<file path="config.mk">
export PLATFORM = sky130hd
export DESIGN_NAME = ps2_scancode_and_mouse_decoder_flat
export DESIGN_NICKNAME = d
export VERILOG_FILES = /design/src/rtl/ps2d_pkg.sv /design/src/rtl/ps2d_ifs.sv /design/src/rtl/ps2d_kbd.sv /design/src/rtl/ps2d_mouse.sv /design/src/rtl/ps2d_resq.sv /design/src/rtl/ps2_scancode_and_mouse_decoder.sv /design/src/flat_wrapper.sv
export VERILOG_INCLUDE_DIRS = /design/src /design/src/rtl
export SDC_FILE = /design/constraint.sdc
export NUM_CORES = 1
export LEC_CHECK = 0
export ABC_CLOCK_PERIOD_IN_PS = 13220
export BUFFER_PORTS_ARGS = -buffer_cell sky130_fd_sc_hd__buf_4
export CAP_MARGIN = 20
export CORE_MARGIN = 5
export CORE_UTILIZATION = 45
export CTS_CLUSTER_DIAMETER = 50
export DETAILED_ROUTE_END_ITERATION = 8
export HOLD_SLACK_MARGIN = 0.05
export PLACE_DENSITY_LB_ADDON = 0.08
export SETUP_SLACK_MARGIN = 0.15
export SLEW_MARGIN = 20
export SYNTH_ARGS = -nofsm -noshare
export SYNTH_HDL_FRONTEND = slang
export SYNTH_HIERARCHICAL = 1
export SYNTH_SLANG_ARGS = --single-unit
</file>
<file path="constraint.sdc">
create_clock -name clk -period 13.22 [get_ports clk]
set_clock_uncertainty 0.2 [all_clocks]
set_input_delay 2.644 -clock clk [delete_from_list [all_inputs] [get_ports clk]]
set_output_delay 2.644 -clock clk [all_outputs]
set_load 0.02 [all_outputs]
</file>
<file path="src/rtl/assert_macros.svh">
// Assertion helpers shared by the decoder RTL.
// Both macros compile away when SYNTHESIS is defined.
`ifndef ASSERT_MACROS_SVH
`define ASSERT_MACROS_SVH

`ifndef SYNTHESIS

// Property must hold at every clock edge outside reset.
`define ASSERT_CLK(label, clk, rst_n, prop, msg) \
    label: assert property (@(posedge clk) disable iff (!rst_n) prop) else $error(msg);

// Condition must never be true at a clock edge outside reset.
`define ASSERT_NEVER(label, clk, rst_n, cond, msg) \
    label: assert property (@(posedge clk) disable iff (!rst_n) !(cond)) else $error(msg);

`else

`define ASSERT_CLK(label, clk, rst_n, prop, msg)
`define ASSERT_NEVER(label, clk, rst_n, cond, msg)

`endif

`endif

</file>
<file path="src/rtl/ps2d_pkg.sv">
// ============================================================================
// ps2d_pkg
// Shared types and codes for the PS/2 keyboard and mouse byte decoder.
// ============================================================================
package ps2d_pkg;

    // Result kinds
    typedef enum logic [1:0] {
        KIND_KEY      = 2'd0,
        KIND_MOUSE    = 2'd1,
        KIND_LED      = 2'd2,
        KIND_MOUSE_EN = 2'd3
    } kind_t;

    // Keyboard set-2 codes
    localparam logic [7:0] KEY_OVERRUN = 8'h00;
    localparam logic [7:0] KEY_E0      = 8'hE0;
    localparam logic [7:0] KEY_E1      = 8'hE1;
    localparam logic [7:0] KEY_F0      = 8'hF0;
    localparam logic [7:0] KEY_ALT     = 8'h11;
    localparam logic [7:0] KEY_LSHIFT  = 8'h12;
    localparam logic [7:0] KEY_RSHIFT  = 8'h59;
    localparam logic [7:0] KEY_CTRL    = 8'h14;
    localparam logic [7:0] KEY_LWIN    = 8'h1F;
    localparam logic [7:0] KEY_RWIN    = 8'h27;
    localparam logic [7:0] KEY_NUMLOCK = 8'h77;
    localparam logic [7:0] KEY_SYSCTRL = 8'h7E;

    // Mouse codes
    localparam logic [7:0] MOUSE_ACK  = 8'hAA;
    localparam logic [7:0] MOUSE_ID   = 8'h00;
    localparam int         MOUSE_SYNC = 3;

    // Prefix flag bits (same layout as event_flags)
    localparam logic [2:0] PF_REL = 3'b001;
    localparam logic [2:0] PF_E0  = 3'b010;
    localparam logic [2:0] PF_E1  = 3'b100;

    // Modifier mask bits
    localparam logic [8:0] MASK_NUM    = 9'h001;
    localparam logic [8:0] MASK_LSHIFT = 9'h002;
    localparam logic [8:0] MASK_RSHIFT = 9'h004;
    localparam logic [8:0] MASK_LCTRL  = 9'h008;
    localparam logic [8:0] MASK_RCTRL  = 9'h010;
    localparam logic [8:0] MASK_LALT   = 9'h020;
    localparam logic [8:0] MASK_RALT   = 9'h040;
    localparam logic [8:0] MASK_LWIN   = 9'h080;
    localparam logic [8:0] MASK_RWIN   = 9'h100;

    localparam logic [2:0] LED_NUM_ON = 3'd2;

    // One result item
    typedef struct packed {
        logic [1:0]  kind;
        logic [7:0]  key_code;
        logic [2:0]  event_flags;
        logic [8:0]  modifiers;
        logic [23:0] mouse_packet;
        logic [2:0]  led_bits;
        logic        last;
    } res_t;

    // Up to two results from one decoded byte
    typedef struct packed {
        logic [1:0] count;
        res_t       r0;
        res_t       r1;
    } dec_t;

endpackage

</file>
<file path="src/rtl/ps2d_ifs.sv">
// ============================================================================
// ps2d_ifs
// Valid/ready channels for decoder requests and results.
// ============================================================================
interface ps2d_req_if;
    logic       valid;
    logic       ready;
    logic [7:0] data_byte;
    logic       from_aux;

    modport source (output valid, output data_byte, output from_aux, input ready);
    modport sink   (input valid, input data_byte, input from_aux, output ready);
endinterface

interface ps2d_rsp_if;
    logic        valid;
    logic        ready;
    logic [1:0]  kind;
    logic [7:0]  key_code;
    logic [2:0]  event_flags;
    logic [8:0]  modifiers;
    logic [23:0] mouse_packet;
    logic [2:0]  led_bits;
    logic        last;

    modport source (
        output valid, output kind, output key_code, output event_flags,
        output modifiers, output mouse_packet, output led_bits, output last,
        input ready
    );
    modport sink (
        input valid, input kind, input key_code, input event_flags,
        input modifiers, input mouse_packet, input led_bits, input last,
        output ready
    );
endinterface

</file>
<file path="src/rtl/ps2d_kbd.sv">
// ============================================================================
// ps2d_kbd
// Scancode set 2 decoder: prefix flags, modifier mask, num lock LED request.
// ============================================================================
module ps2d_kbd (
    input  logic          clk,
    input  logic          rst_n,
    input  logic          fire,
    input  logic [7:0]    key,
    output ps2d_pkg::dec_t dec
);
    import ps2d_pkg::*;

    logic [2:0] prefix_reg, prefix_next;
    logic [8:0] mod_reg, mod_next;
    logic [8:0] add;
    logic [8:0] mod_tog;
    logic [8:0] mod_evt;
    logic       e0, e1, rel;
    logic       pass, led_hit, key_hit, swallow;
    res_t       led_res, key_res;

    assign e0  = prefix_reg[1];
    assign e1  = prefix_reg[2];
    assign rel = prefix_reg[0];

    // Decode the byte against the current prefix state
    always_comb
    begin
        prefix_next = prefix_reg;
        mod_next    = mod_reg;
        add         = '0;
        pass        = 1'b1;
        led_hit     = 1'b0;
        unique case (key) inside
            KEY_OVERRUN:
            begin
                prefix_next = '0;
                mod_next    = mod_reg & MASK_NUM;
                pass        = 1'b0;
            end
            KEY_E0:
            begin
                prefix_next = prefix_reg | PF_E0;
                pass        = 1'b0;
            end
            KEY_E1:
            begin
                prefix_next = prefix_reg | PF_E1;
                pass        = 1'b0;
            end
            KEY_F0:
            begin
                prefix_next = prefix_reg | PF_REL;
                pass        = 1'b0;
            end
            KEY_ALT:
            begin
                add = e0 ? MASK_RALT : MASK_LALT;
            end
            KEY_LSHIFT, KEY_RSHIFT:
            begin
                if (e0)
                begin
                    // fake shift around extended keys: drop E0 and release
                    prefix_next = prefix_reg & PF_E1;
                    pass        = 1'b0;
                end
                else
                begin
                    add = (key == KEY_LSHIFT) ? MASK_LSHIFT : MASK_RSHIFT;
                end
            end
            KEY_CTRL:
            begin
                add = e0 ? MASK_RCTRL : MASK_LCTRL;
            end
            KEY_LWIN:
            begin
                add = e0 ? MASK_LWIN : '0;
            end
            KEY_RWIN:
            begin
                add = e0 ? MASK_RWIN : '0;
            end
            KEY_NUMLOCK:
            begin
                led_hit = !e1 && !rel;
            end
            default:
            begin
                add = '0;
            end
        endcase

        mod_tog = led_hit ? (mod_reg ^ MASK_NUM) : mod_reg;

        // sysctrl and pause sequences are swallowed with prefixes kept
        swallow = (e0 && !rel && key == KEY_SYSCTRL) ||
                  (e1 && (key == KEY_CTRL || (key == KEY_NUMLOCK && !rel)));
        key_hit = pass && !swallow;
        mod_evt = rel ? (mod_tog & ~add) : (mod_tog | add);

        if (pass)
        begin
            mod_next = key_hit ? mod_evt : mod_tog;
            if (key_hit)
            begin
                prefix_next = '0;
            end
        end
    end

    // Build the result items
    always_comb
    begin
        led_res          = '0;
        led_res.kind     = KIND_LED;
        led_res.led_bits = mod_tog[0] ? LED_NUM_ON : 3'd0;
        led_res.last     = !key_hit;

        key_res             = '0;
        key_res.kind        = KIND_KEY;
        key_res.key_code    = key;
        key_res.event_flags = prefix_reg;
        key_res.modifiers   = mod_evt;
        key_res.last        = 1'b1;

        dec = '0;
        dec.count = {1'b0, led_hit} + {1'b0, key_hit};
        if (led_hit)
        begin
            dec.r0 = led_res;
            dec.r1 = key_res;
        end
        else
        begin
            dec.r0 = key_res;
        end
    end

    // Hold state until a keyboard byte is taken
    always_ff @(posedge clk or negedge rst_n)
    begin
        if (!rst_n)
        begin
            prefix_reg <= '0;
            mod_reg    <= MASK_NUM;
        end
        else if (fire)
        begin
            prefix_reg <= prefix_next;
            mod_reg    <= mod_next;
        end
    end

endmodule

</file>
<file path="src/rtl/ps2d_mouse.sv">
// ============================================================================
// ps2d_mouse
// Mouse bring-up tracking and 3-byte packet assembly with sync check.
// ============================================================================
module ps2d_mouse (
    input  logic          clk,
    input  logic          rst_n,
    input  logic          fire,
    input  logic [7:0]    data,
    output ps2d_pkg::dec_t dec
);
    import ps2d_pkg::*;

    typedef enum logic [4:0] {
        PH_ACK  = 5'b00001,
        PH_ID   = 5'b00010,
        PH_PKT0 = 5'b00100,
        PH_PKT1 = 5'b01000,
        PH_PKT2 = 5'b10000
    } phase_t;

    phase_t      phase_reg, phase_next;
    logic [15:0] bytes_reg, bytes_next;

    // Advance the bring-up and packet phases
    always_comb
    begin
        phase_next = phase_reg;
        bytes_next = bytes_reg;
        dec        = '0;
        unique case (phase_reg)
            PH_ACK:
            begin
                if (data == MOUSE_ACK)
                begin
                    phase_next = PH_ID;
                end
            end
            PH_ID:
            begin
                if (data == MOUSE_ID)
                begin
                    phase_next      = PH_PKT0;
                    bytes_next      = '0;
                    dec.count       = 2'd1;
                    dec.r0.kind     = KIND_MOUSE_EN;
                    dec.r0.last     = 1'b1;
                end
            end
            PH_PKT1:
            begin
                bytes_next = {data, bytes_reg[7:0]};
                phase_next = PH_PKT2;
            end
            PH_PKT2:
            begin
                phase_next          = PH_PKT0;
                bytes_next          = '0;
                dec.count           = 2'd1;
                dec.r0.kind         = KIND_MOUSE;
                dec.r0.mouse_packet = {data, bytes_reg};
                dec.r0.last         = 1'b1;
            end
            default:
            begin
                // first packet byte: drop it when the sync bit is clear
                if (data[MOUSE_SYNC])
                begin
                    bytes_next = {8'h00, data};
                    phase_next = PH_PKT1;
                end
            end
        endcase
    end

    always_ff @(posedge clk or negedge rst_n)
    begin
        if (!rst_n)
        begin
            phase_reg <= PH_ACK;
            bytes_reg <= '0;
        end
        else if (fire)
        begin
            phase_reg <= phase_next;
            bytes_reg <= bytes_next;
        end
    end

endmodule

</file>
<file path="src/rtl/ps2d_resq.sv">
// ============================================================================
// ps2d_resq
// Four-entry result queue; takes up to two results per cycle, gives one.
// ============================================================================
`include "assert_macros.svh"

module ps2d_resq (
    input  logic           clk,
    input  logic           rst_n,
    input  logic           push,
    input  ps2d_pkg::dec_t push_dec,
    output logic           room,
    output logic           head_valid,
    input  logic           head_ready,
    output ps2d_pkg::res_t head
);
    import ps2d_pkg::*;

    res_t       q_reg [4];
    logic [1:0] wr_ptr_reg, rd_ptr_reg;
    logic [2:0] count_reg;
    logic [1:0] push_n;
    logic       pop;

    assign push_n     = push ? push_dec.count : 2'd0;
    assign pop        = head_valid && head_ready;
    assign head_valid = (count_reg != 3'd0);
    assign head       = q_reg[rd_ptr_reg];
    // two free slots are needed for the worst-case byte
    assign room       = (count_reg <= 3'd2);

    // Store incoming results
    always_ff @(posedge clk)
    begin
        if (push_n != 2'd0)
        begin
            q_reg[wr_ptr_reg] <= push_dec.r0;
        end
        if (push_n == 2'd2)
        begin
            q_reg[wr_ptr_reg + 2'd1] <= push_dec.r1;
        end
    end

    // Advance pointers and occupancy
    always_ff @(posedge clk or negedge rst_n)
    begin
        if (!rst_n)
        begin
            wr_ptr_reg <= '0;
            rd_ptr_reg <= '0;
            count_reg  <= '0;
        end
        else
        begin
            wr_ptr_reg <= wr_ptr_reg + push_n;
            rd_ptr_reg <= rd_ptr_reg + {1'b0, pop};
            count_reg  <= count_reg + {1'b0, push_n} - {2'b00, pop};
        end
    end

    `ASSERT_NEVER(a_no_overflow, clk, rst_n, (push_n != 2'd0) && (count_reg > 3'd2), "result queue overflow")
    `ASSERT_NEVER(a_count_range, clk, rst_n, count_reg > 3'd4, "result queue count out of range")
    `ASSERT_CLK(a_pair_last, clk, rst_n, (push_n == 2'd2) |-> (!push_dec.r0.last && push_dec.r1.last), "last flag misplaced in result pair")

endmodule

</file>
<file path="src/rtl/ps2_scancode_and_mouse_decoder.sv">
// ============================================================================
// ps2_scancode_and_mouse_decoder
// PS/2 keyboard (set 2) and mouse byte decoder with a result queue.
// ============================================================================
// Path: a taken byte waits in the input register, is decoded and pushed into the result queue.
// Throughput: one byte per cycle while the result side keeps up; a byte that
// gives two results (num lock) hands them to the result port one after the other.
// The input register stalls when the result queue has fewer than two free slots.
// Reset: asynchronous; prefixes clear, num lock on, mouse awaits reset ack.
`include "assert_macros.svh"

module ps2_scancode_and_mouse_decoder (
    input  logic       clk,
    input  logic       rst_n,
    ps2d_req_if.sink   req,
    ps2d_rsp_if.source rsp
);
    import ps2d_pkg::*;

    logic       s1_valid_reg;
    logic [7:0] s1_byte_reg;
    logic       s1_aux_reg;
    logic       room;
    logic       fire;
    dec_t       kbd_dec, mouse_dec, dec;
    res_t       head;

    // Decode the held byte once the queue can take both results
    assign fire      = s1_valid_reg && room;
    assign req.ready = !s1_valid_reg || fire;

    // Input register
    always_ff @(posedge clk or negedge rst_n)
    begin
        if (!rst_n)
        begin
            s1_valid_reg <= 1'b0;
        end
        else if (req.ready)
        begin
            s1_valid_reg <= req.valid;
        end
    end

    always_ff @(posedge clk)
    begin
        if (req.ready && req.valid)
        begin
            s1_byte_reg <= req.data_byte;
            s1_aux_reg  <= req.from_aux;
        end
    end

    ps2d_kbd u_kbd (
        .clk   (clk),
        .rst_n (rst_n),
        .fire  (fire && !s1_aux_reg),
        .key   (s1_byte_reg),
        .dec   (kbd_dec)
    );

    ps2d_mouse u_mouse (
        .clk   (clk),
        .rst_n (rst_n),
        .fire  (fire && s1_aux_reg),
        .data  (s1_byte_reg),
        .dec   (mouse_dec)
    );

    assign dec = s1_aux_reg ? mouse_dec : kbd_dec;

    ps2d_resq u_resq (
        .clk        (clk),
        .rst_n      (rst_n),
        .push       (fire),
        .push_dec   (dec),
        .room       (room),
        .head_valid (rsp.valid),
        .head_ready (rsp.ready),
        .head       (head)
    );

    // Drive the result channel
    assign rsp.kind         = head.kind;
    assign rsp.key_code     = head.key_code;
    assign rsp.event_flags  = head.event_flags;
    assign rsp.modifiers    = head.modifiers;
    assign rsp.mouse_packet = head.mouse_packet;
    assign rsp.led_bits     = head.led_bits;
    assign rsp.last         = head.last;

    `ASSERT_CLK(a_hold_stalled, clk, rst_n, (s1_valid_reg && !room) |=> (s1_valid_reg && $stable(s1_byte_reg) && $stable(s1_aux_reg)), "stalled byte lost")
    `ASSERT_CLK(a_ready_when_empty, clk, rst_n, !s1_valid_reg |-> req.ready, "input blocked while empty")
    `ASSERT_NEVER(a_led_only_kbd, clk, rst_n, fire && s1_aux_reg && (dec.count == 2'd2), "mouse byte gave two results")

endmodule
</file>
<file path="src/flat_wrapper.sv">
// flat-port wrapper written by rule: the top's interface ports become plain ports
module ps2_scancode_and_mouse_decoder_flat import ps2d_pkg::*;
  (clk, rst_n, req_valid, req_data_byte, req_from_aux, req_ready, rsp_valid, rsp_kind, rsp_key_code, rsp_event_flags, rsp_modifiers, rsp_mouse_packet, rsp_led_bits, rsp_last, rsp_ready);
  ps2d_req_if req_i ();
  ps2d_rsp_if rsp_i ();
  input  logic clk;
  input  logic rst_n;
  input wire logic [$bits(req_i.valid)-1:0] req_valid;
  input wire logic [$bits(req_i.data_byte)-1:0] req_data_byte;
  input wire logic [$bits(req_i.from_aux)-1:0] req_from_aux;
  output wire logic [$bits(req_i.ready)-1:0] req_ready;
  output wire logic [$bits(rsp_i.valid)-1:0] rsp_valid;
  output wire logic [$bits(rsp_i.kind)-1:0] rsp_kind;
  output wire logic [$bits(rsp_i.key_code)-1:0] rsp_key_code;
  output wire logic [$bits(rsp_i.event_flags)-1:0] rsp_event_flags;
  output wire logic [$bits(rsp_i.modifiers)-1:0] rsp_modifiers;
  output wire logic [$bits(rsp_i.mouse_packet)-1:0] rsp_mouse_packet;
  output wire logic [$bits(rsp_i.led_bits)-1:0] rsp_led_bits;
  output wire logic [$bits(rsp_i.last)-1:0] rsp_last;
  input wire logic [$bits(rsp_i.ready)-1:0] rsp_ready;
  assign req_i.valid = req_valid;
  assign req_i.data_byte = req_data_byte;
  assign req_i.from_aux = req_from_aux;
  assign req_ready = req_i.ready;
  assign rsp_valid = rsp_i.valid;
  assign rsp_kind = rsp_i.kind;
  assign rsp_key_code = rsp_i.key_code;
  assign rsp_event_flags = rsp_i.event_flags;
  assign rsp_modifiers = rsp_i.modifiers;
  assign rsp_mouse_packet = rsp_i.mouse_packet;
  assign rsp_led_bits = rsp_i.led_bits;
  assign rsp_last = rsp_i.last;
  assign rsp_i.ready = rsp_ready;
  ps2_scancode_and_mouse_decoder u_core (.clk(clk), .rst_n(rst_n), .req(req_i), .rsp(rsp_i));
endmodule
</file>
Yosys cells after proc, flatten, opt, wreduce, memory -nomap -nowiden
Memories as Yosys holds them, arrays and structs flattened.
Cells that the tools add are included.
{"block": "op_classes", "n_bitwise": 6, "eq_ne": 19, "n_lt_le_gt_ge": 1, "reduce_logical": 34, "addsub": 6, "mux": 40}
{"operator": "102-bit 2-to-1 mux", "count": 1}
{"operator": "16-bit one-hot mux with 4 select lines", "count": 1}
{"operator": "50-bit 2-to-1 mux", "count": 1}
{"operator": "48-bit 2-to-1 mux", "count": 1}
{"operator": "9-bit 2-to-1 mux", "count": 5}
{"operator": "9-bit one-hot mux with 5 select lines", "count": 1}
{"operator": "8-bit by 5-bit == test with 1-bit output, second input constant", "count": 4}
{"operator": "8-bit == test, second input constant", "count": 4}
{"operator": "16-bit 2-to-1 mux", "count": 2}
{"operator": "8-bit by 7-bit == test with 1-bit output, second input constant", "count": 3}
{"operator": "24-bit 2-to-1 mux", "count": 1}
{"operator": "5-bit 2-to-1 mux", "count": 4}
{"operator": "5-bit one-hot mux with 4 select lines", "count": 1}
{"operator": "3-bit 2-to-1 mux", "count": 5}
{"operator": "3-bit one-hot mux with 5 select lines", "count": 1}
{"operator": "1-bit logical AND", "count": 11}
{"operator": "9-bit AND", "count": 1}
{"operator": "1-bit 2-to-1 mux", "count": 9}
{"operator": "9-bit inverter", "count": 1}
{"operator": "9-bit OR", "count": 1}
{"operator": "8-bit by 6-bit == test with 1-bit output, second input constant", "count": 1}
{"operator": "8-bit logical NOT", "count": 1}
{"operator": "8-bit 2-to-1 mux", "count": 1}
{"operator": "4-bit AND reduction", "count": 2}
{"operator": "other kinds (29)", "count": 43}
{"block": "totals", "mem_count": 1, "in_bits": 13, "word_cells": 119, "regBits": 50, "ramBits": 200, "output_inout_bits": 52}
{"name": "u_core.u_resq.q_reg", "words": 4, "word_bits": 50, "read_ports": 1, "rd_ports_with_merged_regs": 0, "wr": 2, "line": "ps2d_resq.sv:19", "rtl": "res_t q_reg [4];"}

Longest topological paths before layout
Gate-level depths: netlist (run 1).
{"block": "depth", "ltp_word": 14, "mapped_depth": 15, "mapped_depth_nobuf": 14}

Modules after synthesis
Netlist (run 1), hierarchy kept.
{"mod": "ps2d_resq", "cells_each": 531, "seq_area_each_um2": 6180.9, "area_each_um2": 10207.3, "n_inst": 1}
{"mod": "ps2d_mouse", "cells_each": 214, "seq_area_each_um2": 526.8, "area_each_um2": 1841.8, "n_inst": 1}
{"mod": "ps2_scancode_and_mouse_decoder", "cells_each": 130, "seq_area_each_um2": 295.3, "area_each_um2": 1813.0, "n_inst": 1}
{"mod": "ps2d_kbd", "cells_each": 206, "seq_area_each_um2": 301.5, "area_each_um2": 1580.3, "n_inst": 1}

Least setup slack after synthesis (run 1)
No wires, ideal clock.
{"block": "synth_path", "path_type": "register to register", "startpoint": "register u_core.s1_byte_reg[7]", "endpoint": "memory u_core/u_resq/q_reg[1][0] (netlist bit), enable pin", "required_time_ns": 12.562, "path_stages_with_launch": 11, "setup_slack_ns": 7.933, "t_arrival_ns": 4.629, "synth_period_minus_slack_ns": 5.287, "setup_ns": 0.458, "path_cell_list": "edfxtp_1 -> nand3b_4 -> or4_4 -> and2_4 -> o22ai_4 -> and2_1 -> ha_1 -> mux2_2 -> mux2_2 -> nand2_1 -> nor2_1"}
{"item": "start: declaration", "line": "ps2_scancode_and_mouse_decoder.sv:21", "rtl": "logic [7:0] s1_byte_reg;"}
{"item": "start signal: assignment", "line": "ps2_scancode_and_mouse_decoder.sv:49", "rtl": "s1_byte_reg <= req.data_byte;"}
{"item": "end: declaration", "line": "ps2d_resq.sv:19"}

Final worst setup path (run 1)
{"block": "layout_path", "startpoint": "register u_core.u_resq.rd_ptr_reg[0]", "endpoint": "output port rsp_event_flags[0]"}
{"block": "layout_via", "elab_chain_cells": 1}
{"item": "start: declaration", "line": "ps2d_resq.sv:20", "rtl": "logic [1:0] wr_ptr_reg, rd_ptr_reg;"}
{"item": "start signal: assignment", "line": "ps2d_resq.sv:57", "rtl": "rd_ptr_reg <= rd_ptr_reg + {1'b0, pop};"}
{"item": "memory 4 x 50 bit"}
{"item": "end: declaration", "line": "flat_wrapper.sv:15", "rtl": "output wire logic [$bits(rsp_i.event_flags)-1:0] rsp_event_flags;"}
No other way between the ends.

==> impl_metrics.csv, run 1 <==
group,metric,value,unit
route,wl_per_cell,20.7,µm
route,wirelength,33.0,mm
floorplanning,die_h,195,µm
power,pwr_density_cell,194,nW/µm²
route,ant_nets,0,
yosys,synth-edff-count,209,
power,power_switching,1.06,mW
cts,cts_inserted_buffers,35,
final_layout,multi_input_area,7120,µm²
global_routing,antenna_found_initial,0,
sta,finalSetupTns,0,ns
final_layout,drive_above_1_share,0.440,
critical_path,endpoint_kind,"primary output",
placed_design,place.gp.congestion,0.788,
floorplanning,io_pins,65,
floorplanning,core-area,33700,µm²
power,finalPower,3.26,mW
final_layout,fin_nets,1143,
critical_path,critical-path-slowest-cell,"buf_4",
sta,finalCritPeriodShare,0.423,
floorplanning,die-width,195,µm
run_status,status,"complete, no violations",
cts,root_buffer,"clkbuf_16",
power,power_frac_clock,0.283,
critical_path,crit_required,10.38,ns
cts,insertion_delay,0.50,ns
yosys,synthArstFlopShare,0.164,
sta,maxSlewViolCount,0,
sta,slew_headroom,0.312,
cts,cts_tree,"built",
yosys,yosysSeqAreaShare,0.473,
final_layout,synthToLayoutAreaGrowth,8.82,%
global_routing,grtUsageTotal,0.175,
cts,holdBufCountCts,0,
yosys,syn_avg_cell_area,14.3,µm²
final_layout,fillCellCount,3014,
critical_path,worstSetupPathType,"reg2out",
global_routing,grt_max_degree,56,
yosys,yosysWarningCount,6,
yosys,yosysUniqueCellTypes,65,
floorplanning,fp-row-count,67,
power,power_frac_seq,0.365,
cts,clk_pin_slew,0.06,ns
global_routing,first_global_vias,8588,
power,swShare,0.324,
route,drc_errors,0,
power,leakage,6.67,nW
critical_path,crit_chain,"buf_4 -> mux4_2 -> buf_4",
floorplanning,initial_core_util,0.458,
sta,grt_setup_unrepaired,"no",
placed_design,numPortBuffers,64,
global_routing,grt_first_pass_wirelength,52.2,mm
power,internal-power,2.20,mW
route,first_iter_violations,380,
route,vias,8090,
worst_hold_path,hold_class,"reg2reg",
final_layout,regArea,7310,µm²
final_layout,largest_reg_flops,200,
sta,worstMarginPinSlew,1.02,ns
global_routing,grt.overflow.total,0,
sta,finalHoldViolations,0,
final_layout,diodes,0,
cts,cts_sinks,250,
final_layout,final_common_cell,"edfxtp_1",
critical_path,crit_path_max_incr_delay,0.74,ns
cts,cts_buffer_depth,3,
yosys,ys_seq_elements,250,
yosys,syn-cell-area,15400,µm²
critical_path,critPathArrivalTime,2.75,ns
floorplanning,die_area,38100,µm²
cts,cts_resized,0,
critical_path,crit_path_frequent_cell,"buf_4",
yosys,dominantRegCellSynth,"edfxtp_1",
sta,max_freq,0.179,GHz
critical_path,worstSetupStartpointType,"flip-flop",
power,p_comb_frac,0.352,
sta,fin_crit,5.59,ns
yosys,netlist_instances,1081,
power,ir_worst_vdd,0.000113,V
job,max_cap_violations,0,
route,dr.pass1.iters,4,
sta,setup_viol,0,
critical_path,crit_fanout,38,
final_layout,final_cell_mix,"edfxtp_1, mux2_2, conb_1, mux2_4, buf_4",
cts,ctsHtreeMaxLevel,2,
cts,post_cts_buffers,0,
route,vias_per_cell,5.07,
placed_design,hpwl,19.8,mm
## path summary, 6_finish.rpt
check,startpoint,endpoint,slack (ns),cells past startpoint
hold / removal,u_core/u_mouse/bytes_reg[13],u_core/u_mouse/bytes_reg[13],0.28,2
hold reg to reg,u_core/u_mouse/bytes_reg[13],u_core/u_mouse/bytes_reg[13],0.28,2
max in group asynchronous,rst_n,u_core/u_resq/rd_ptr_reg[1],10.45,1
min in group asynchronous,rst_n,u_core/u_kbd/mod_reg[1],1.94,1
setup reg to reg,u_core/s1_byte_reg[0],u_core/u_resq/q_reg[0][49],8.11,11
setup / recovery,u_core/u_resq/rd_ptr_reg[0],rsp_event_flags[0],7.63,3
## cells in the mapped netlist, types with 12 or more instances
cell,n,area share
dfrtp_1,39,0.063
nand2_1,33,0.0080
edfxtp_1,209,0.41
clkbuf_1,18,0.0044
mux2i_1,20,0.013
buf_2,27,0.0088
o21ai_1,12,0.0039
and2_1,36,0.015
nor2_1,35,0.0085
mux2_2,188,0.14
buf_4,142,0.069
buf_6,16,0.012
inv_1,22,0.0053
mux4_2,50,0.073
mux2_4,109,0.11
## power by group through the flow
stage | clock network (mW) | registers [mW] | logic, mW
final | 0.923 | 1.19 | 1.15
after global routing | 0.981 | 1.21 | 1.25
after CTS | 0.948 | 1.19 | 1.17
after detailed placement | 0 | 1.21 | 1.16
after global placement | 0 | 1.20 | 1.16
after floorplan | 0 | 1.11 | 0.917
## per-layer routing
layer	global-route usage	wire length [µm]	vias to the layer above	part of all wire
met1	0.243	15300	4076	0.46
li1	-	-	3840	-
met4	0.0349	504	0	0.015
met2	0.291	15900	130	0.48
met3	0.0307	1300	44	0.039
met5	0	0	-	0
## cell type report
cell class	instances	share of cell area
Multi-Input combinational cell	735	0.424
Clock inverter	16	0.00946
Timing Repair Buffer	77	0.0344
Tap cell	448	0.0334
Clock buffer	46	0.0589
Inverter	23	0.00514
Sequential cell	250	0.435
## critical path: cells and delay by family, from the launching register on
kind                   cells  cell delay, ns
buffers and inverters      2            0.92
flip-flops                 1            0.65
multiplexers               1            0.63
## metrics by stage
step	setup WS, ns	utilization	cells	cell area (µm²)	hold slack, ns
2_1_floorplan	7.93	-	1213	15900	0.252
3_3_place_gp	8.03	0.465	1533	15700	0.270
3_5_place_dp	8.03	0.465	1533	15700	0.277
4_1_cts	7.48	0.499	1595	16800	0.289
5_1_grt	7.40	0.499	1595	16800	0.315
6_report	7.63	0.499	1595	16800	0.282
## cells by family (layout without fill, tap and decap cells)
kind of cell             after synthesis  after routing  share of synthesized area
adder cells (fa/ha/maj)                8              8                    0.00697
buffers and inverters                228            162                      0.101
flip-flops                           250            250                      0.473
AND/OR/NAND/NOR                      165            165                     0.0598
other                                  2            134                   0.000486
AO/OA/AOI/OAI                         45             45                     0.0198
XOR/XNOR                               8              8                    0.00454
multiplexers                         375            375                      0.335
No activity file was read; power rests on OpenSTA's default activity.
==> inputs of run 2 (changes only) <==
--- a/config.mk
+++ b/config.mk
@@ -6,7 +6,7 @@
 export SDC_FILE = /design/constraint.sdc
 export NUM_CORES = 1
 export LEC_CHECK = 0
-export ABC_CLOCK_PERIOD_IN_PS = 13220
+export ABC_CLOCK_PERIOD_IN_PS = 5300
 export BUFFER_PORTS_ARGS = -buffer_cell sky130_fd_sc_hd__buf_4
 export CAP_MARGIN = 20
 export CORE_MARGIN = 5
==> constraint.sdc (replaced) <==
create_clock -name clk -period 5.3 [get_ports clk]
set_clock_uncertainty 0.2 [all_clocks]
set_input_delay 1.06 -clock clk [delete_from_list [all_inputs] [get_ports clk]]
set_output_delay 1.06 -clock clk [all_outputs]
set_load 0.02 [all_outputs]
==> impl_metrics.csv, run 2 (synthesized netlist as in run 1, its figures left out) <==
group,metric,value,unit
floorplanning,fp-row-count,67,
placed_design,numPortBuffers,64,
global_routing,grt.overflow.total,0,
power,p_comb_frac,0.347,
worst_hold_path,min-delay-start,"u_core/u_mouse/bytes_reg[9]",
sta,worstMarginPinSlew,0.908,ns
final_layout,regArea,7310,µm²
final_layout,final_cells,1599,
job,max_cap_violations,0,
global_routing,first_global_vias,8385,
floorplanning,die_h,195,µm
cts,cts_inserted_buffers,36,
power,pwr_density_cell,482,nW/µm²
sta,finalCritPeriodShare,0.878,
placed_design,place_inst,1537,
final_layout,fin_nets,1149,
final_layout,largest_reg_flops,200,
final_layout,fillCellCount,2960,
critical_path,worstSetupStartpointType,"flip-flop",
cts,cts_buffer_depth,3,
final_layout,final_cell_mix,"edfxtp_1, mux2_2, conb_1, mux2_4, buf_4",
route,ant_nets,0,
final_layout,synthToLayoutAreaGrowth,9.93,%
run_status,status,"complete, no violations",
critical_path,crit_fanout,33,
cts,ctsHtreeMaxLevel,2,
sta,setup_viol,0,
route,vias,7999,
final_layout,multi_input_area,7120,µm²
cts,root_buffer,"clkbuf_16",
power,power_switching,2.64,mW
floorplanning,core-area,33700,µm²
route,drc_errors,0,
floorplanning,initial_core_util,0.458,
critical_path,critPathArrivalTime,4.70,ns
floorplanning,io_pins,65,
cts,insertion_delay,0.50,ns
route,wl_per_cell,20.1,µm
critical_path,crit_required,5.34,ns
sta,max_freq,0.215,GHz
cts,holdBufCountCts,0,
critical_path,r2r-start,"u_core/s1_byte_reg[3]",
global_routing,grt_first_pass_wirelength,50.3,mm
cts,cts_tree,"built",
power,power_frac_clock,0.286,
global_routing,grtUsageTotal,0.168,
cts,clk_pin_slew,0.06,ns
power,swShare,0.323,
route,first_iter_violations,455,
critical_path,endpoint_kind,"flip-flop",
critical_path,regToRegSetupSlack,0.64,ns
floorplanning,die-width,195,µm
route,dr.pass1.iters,5,
sta,maxSlewViolCount,0,
sta,grt_setup_unrepaired,"no",
final_layout,diodes,0,
power,ir_worst_vdd,0.000358,V
placed_design,place.gp.congestion,0.809,
critical_path,rr_endpoint,"u_core/u_resq/q_reg[1][8]",
final_layout,fin_util,0.504,
route,vias_per_cell,5.00,
power,power_frac_seq,0.367,
worst_hold_path,hold_class,"reg2reg",
floorplanning,die_area,38100,µm²
cts,cts_sinks,250,
power,internal-power,5.54,mW
final_layout,finalInstanceArea,17000,µm²
final_layout,drive_above_1_share,0.446,
critical_path,critPathCapture,"u_core/u_resq/q_reg[1][8]",
cts,cts_resized,0,
critical_path,startpoint,"u_core/s1_byte_reg[3]",
sta,finalSetupTns,0,ns
critical_path,rr_worst_depth,11,
global_routing,grt_max_degree,52,
sta,slew_headroom,0.395,
placed_design,hpwl,19.0,mm
final_layout,final_common_cell,"edfxtp_1",
power,leakage,6.73,nW
sta,fin_crit,4.66,ns
sta,finalHoldViolations,0,
route,wirelength,32.1,mm
critical_path,worstSetupPathType,"reg2reg",
global_routing,antenna_found_initial,0,
cts,post_cts_buffers,0,
power,finalPower,8.19,mW
placed_design,place_area,15800,µm²
==> run 2: worst min-delay path by stage <==
stage / to / depth (start not counted)
CTS: u_core/u_mouse/bytes_reg[15] / 2
finish: u_core/u_mouse/bytes_reg[9] / 2
global placement: u_core/u_mouse/bytes_reg[14] / 2
global route: u_core/u_mouse/bytes_reg[14] / 2
detailed placement: u_core/u_mouse/bytes_reg[15] / 2
floorplan: u_core/u_mouse/bytes_reg[10] / 2
==> run 2: per-layer routing <==
layer	GRT usage	vias to the layer above	routed length [µm]
li1	-	3846	-
met1	0.241	3981	15500
met2	0.273	132	15000
met3	0.0290	40	1140
met4	0.0315	0	450
met5	0	-	0
==> run 2: critical path: stages (launching register included) <==
cell and delay, ns:
edfxtp_1 0.59, nor3_1 0.48, nand4_1 0.28, a21oi_1 0.29, o22ai_4 0.13, and2_1 0.23, ha_1 0.28, mux2_2 0.30
nand3b_1 0.37, or3_4 0.61, buf_16 0.30, mux2_4 0.32
==> run 2: per-stage QoR <==
step / hold WS, ns / setup slack [ns]
final: 0.282 / 0.645
after global routing: 0.314 / 0.436
after CTS: 0.286 / 0.638
after detailed placement: 0.274 / 0.645
after global placement: 0.266 / 0.770
after floorplan: 0.252 / 0.848
==> run 2: power groups by stage <==
stage,clock network (mW),registers [mW],logic (mW)
finish,2.34,3.00,2.84
global route,2.49,3.07,3.06
CTS,2.41,3.02,2.88
detailed placement,0,3.06,2.87
global placement,0,3.04,2.86
floorplan,0,2.78,2.29
==> run 2: layout make-up <==
| class | count | area share |
|---|---|---|
| inverter | 23 | 0.00509 |
| tap | 448 | 0.0330 |
| timing repair buffer | 82 | 0.0426 |
| clock inverter | 21 | 0.0140 |
| clock buffer | 40 | 0.0552 |
| sequential | 250 | 0.431 |
| multi-input combinational | 735 | 0.419 |
==> inputs of run 3 (changes only) <==
--- a/config.mk
+++ b/config.mk
@@ -10,7 +10,7 @@
 export BUFFER_PORTS_ARGS = -buffer_cell sky130_fd_sc_hd__buf_4
 export CAP_MARGIN = 20
 export CORE_MARGIN = 5
-export CORE_UTILIZATION = 45
+export CORE_UTILIZATION = 63
 export CTS_CLUSTER_DIAMETER = 50
 export DETAILED_ROUTE_END_ITERATION = 8
 export HOLD_SLACK_MARGIN = 0.05
==> impl_metrics.csv, run 3 (synthesized netlist as in run 1, its figures left out) <==
group,metric,value,unit
critical_path,critPathCapture,"u_core/u_resq/q_reg[1][32]",
final_layout,fin_nets,1148,
power,finalPower,7.91,mW
final_layout,drive_above_1_share,0.443,
global_routing,grt.overflow.total,0,
critical_path,crit_family,"simple AND/OR/NAND/NOR gates",
floorplanning,die_area,27700,µm²
critical_path,crit_path_max_incr_delay,0.68,ns
power,power_frac_clock,0.262,
power,p_comb_frac,0.357,
route,dr.pass1.iters,5,
floorplanning,die-width,167,µm
critical_path,critical-path-slowest-cell,"or3_4",
run_status,status,"complete, no violations",
critical_path,crit_cells,11,
critical_path,r2r-start,"u_core/s1_byte_reg[1]",
sta,grt_setup_unrepaired,"no",
cts,ctsHtreeMaxLevel,1,
sta,slew_headroom,0.318,
placed_design,numPortBuffers,64,
critical_path,rr_worst_depth,11,
critical_path,crit_fanout,27,
placed_design,hpwl,19.5,mm
critical_path,crit_chain,"nor3_1 -> nand4_1 -> a21oi_1 -> o22ai_4 -> and2_1 -> ha_1 -> mux2_2 -> nand3b_1 -> or3_4 -> buf_4 -> mux2_4",
global_routing,top_usage_layer,"met2",
final_layout,final_common_cell,"edfxtp_1",
sta,finalCritPeriodShare,0.899,
cts,cts_inserted_buffers,31,
cts,post_cts_buffers,0,
global_routing,use_met1,0.322,
sta,finalSetupTns,0,ns
floorplanning,fp-row-count,57,
sta,finalHoldViolations,0,
power,leakage,6.65,nW
cts,holdBufCountCts,0,
final_layout,fin_util,0.686,
worst_hold_path,hold_class,"reg2reg",
sta,worstMarginPinSlew,1.01,ns
placed_design,place.gp.congestion,0.873,
cts,cts_resized,0,
cts,cts_sinks,250,
job,max_cap_violations,0,
cts,clk_pin_slew,0.06,ns
sta,hold_ws,0.289,ns
critical_path,regToRegSetupSlack,0.54,ns
final_layout,diodes,0,
cts,cts_buffer_depth,3,
floorplanning,die_h,167,µm
critical_path,worstSetupPathType,"reg2reg",
global_routing,grtUsageMet2,0.378,
cts,root_buffer,"clkbuf_16",
final_layout,largest_reg_flops,200,
route,vias_per_cell,5.63,
global_routing,first_global_vias,8633,
final_layout,synthToLayoutAreaGrowth,7.75,%
critical_path,rr_endpoint,"u_core/u_resq/q_reg[1][32]",
power,internal-power,5.33,mW
power,power_switching,2.58,mW
critical_path,worstSetupStartpointType,"flip-flop",
final_layout,final_cell_mix,"edfxtp_1, mux2_2, conb_1, mux2_4, buf_4",
global_routing,antenna_found_initial,0,
critical_path,cp.buffers_inverters,1,
route,wl_per_cell,21.1,µm
power,pwr_density_cell,475,nW/µm²
sta,fin_crit,4.76,ns
global_routing,grtUsageTotal,0.225,
floorplanning,io_pins,65,
floorplanning,initial_core_util,0.637,
route,wirelength,31.0,mm
route,ant_nets,0,
sta,setup_viol,0,
global_routing,grt_util_met3,0.0284,
global_routing,grt_max_degree,52,
cts,cts_tree,"built",
route,drc_errors,0,
critical_path,endpoint_kind,"flip-flop",
sta,maxSlewViolCount,0,
power,ir_worst_vdd,0.000529,V
critical_path,startpoint,"u_core/s1_byte_reg[1]",
critical_path,crit_required,5.39,ns
sta,max_freq,0.210,GHz
cts,insertion_delay,0.54,ns
route,first_iter_violations,567,
global_routing,grt_first_pass_wirelength,49.7,mm
power,power_frac_seq,0.380,
critical_path,critPathArrivalTime,4.85,ns
floorplanning,core-area,24200,µm²
power,swShare,0.326,
route,vias,8289,
## run 3: per-layer routing
layer	part of all wire	up-vias
li1	-	3854
met1	0.45	4202
met2	0.49	200
met3	0.047	33
met4	0.012	0
met5	0	-
## run 3: worst reg2reg max path: stages (launching register included)
cell	delay [ns]
edfxtp_1	0.56
nor3_1	0.57
nand4_1	0.26
a21oi_1	0.30
o22ai_4	0.13
and2_1	0.22
ha_1	0.29
mux2_2	0.30
nand3b_1	0.35
or3_4	0.68
buf_4	0.34
mux2_4	0.33
## run 3: per-stage QoR
step	instance area, µm²	instances	worst slack [ns]
final	16600	1472	0.535
after floorplan	15900	1213	0.848
after detailed placement	15600	1418	0.615
after global placement	15600	1418	0.760
after global routing	16600	1472	0.407
after CTS	16600	1472	0.590
## run 3: power groups by stage
stage / Clock (mW) / Sequential, mW / Combinational, mW
final: 2.07 / 3.01 / 2.83
after global routing: 2.20 / 3.07 / 3.04
after CTS: 2.11 / 3.02 / 2.85
after detailed placement: 0 / 3.06 / 2.83
after global placement: 0 / 3.04 / 2.80
after floorplan: 0 / 2.78 / 2.29
## run 3: cell type report
cell class              count  area (µm²)
fillers                  1741        7610
flip-flops and latches    250        7310
multi-input cells         735        7120
clock buffers              37         798
repair buffers             86         708
well taps                 324         405
clock inverters            17         211
inverters                  23        86.3
## run 3: worst min-delay path by stage
stage,startpoint,to,depth (start not counted)
2_1_floorplan,u_core/u_mouse/bytes_reg[10],u_core/u_mouse/bytes_reg[10],2
3_3_place_gp,u_core/u_mouse/bytes_reg[14],u_core/u_mouse/bytes_reg[14],2
3_5_place_dp,u_core/u_mouse/bytes_reg[11],u_core/u_mouse/bytes_reg[11],2
4_1_cts,u_core/u_mouse/bytes_reg[11],u_core/u_mouse/bytes_reg[11],2
5_1_grt,u_core/u_mouse/bytes_reg[3],u_core/u_mouse/bytes_reg[3],1
6_report,u_core/u_mouse/bytes_reg[10],u_core/u_mouse/bytes_reg[10],2
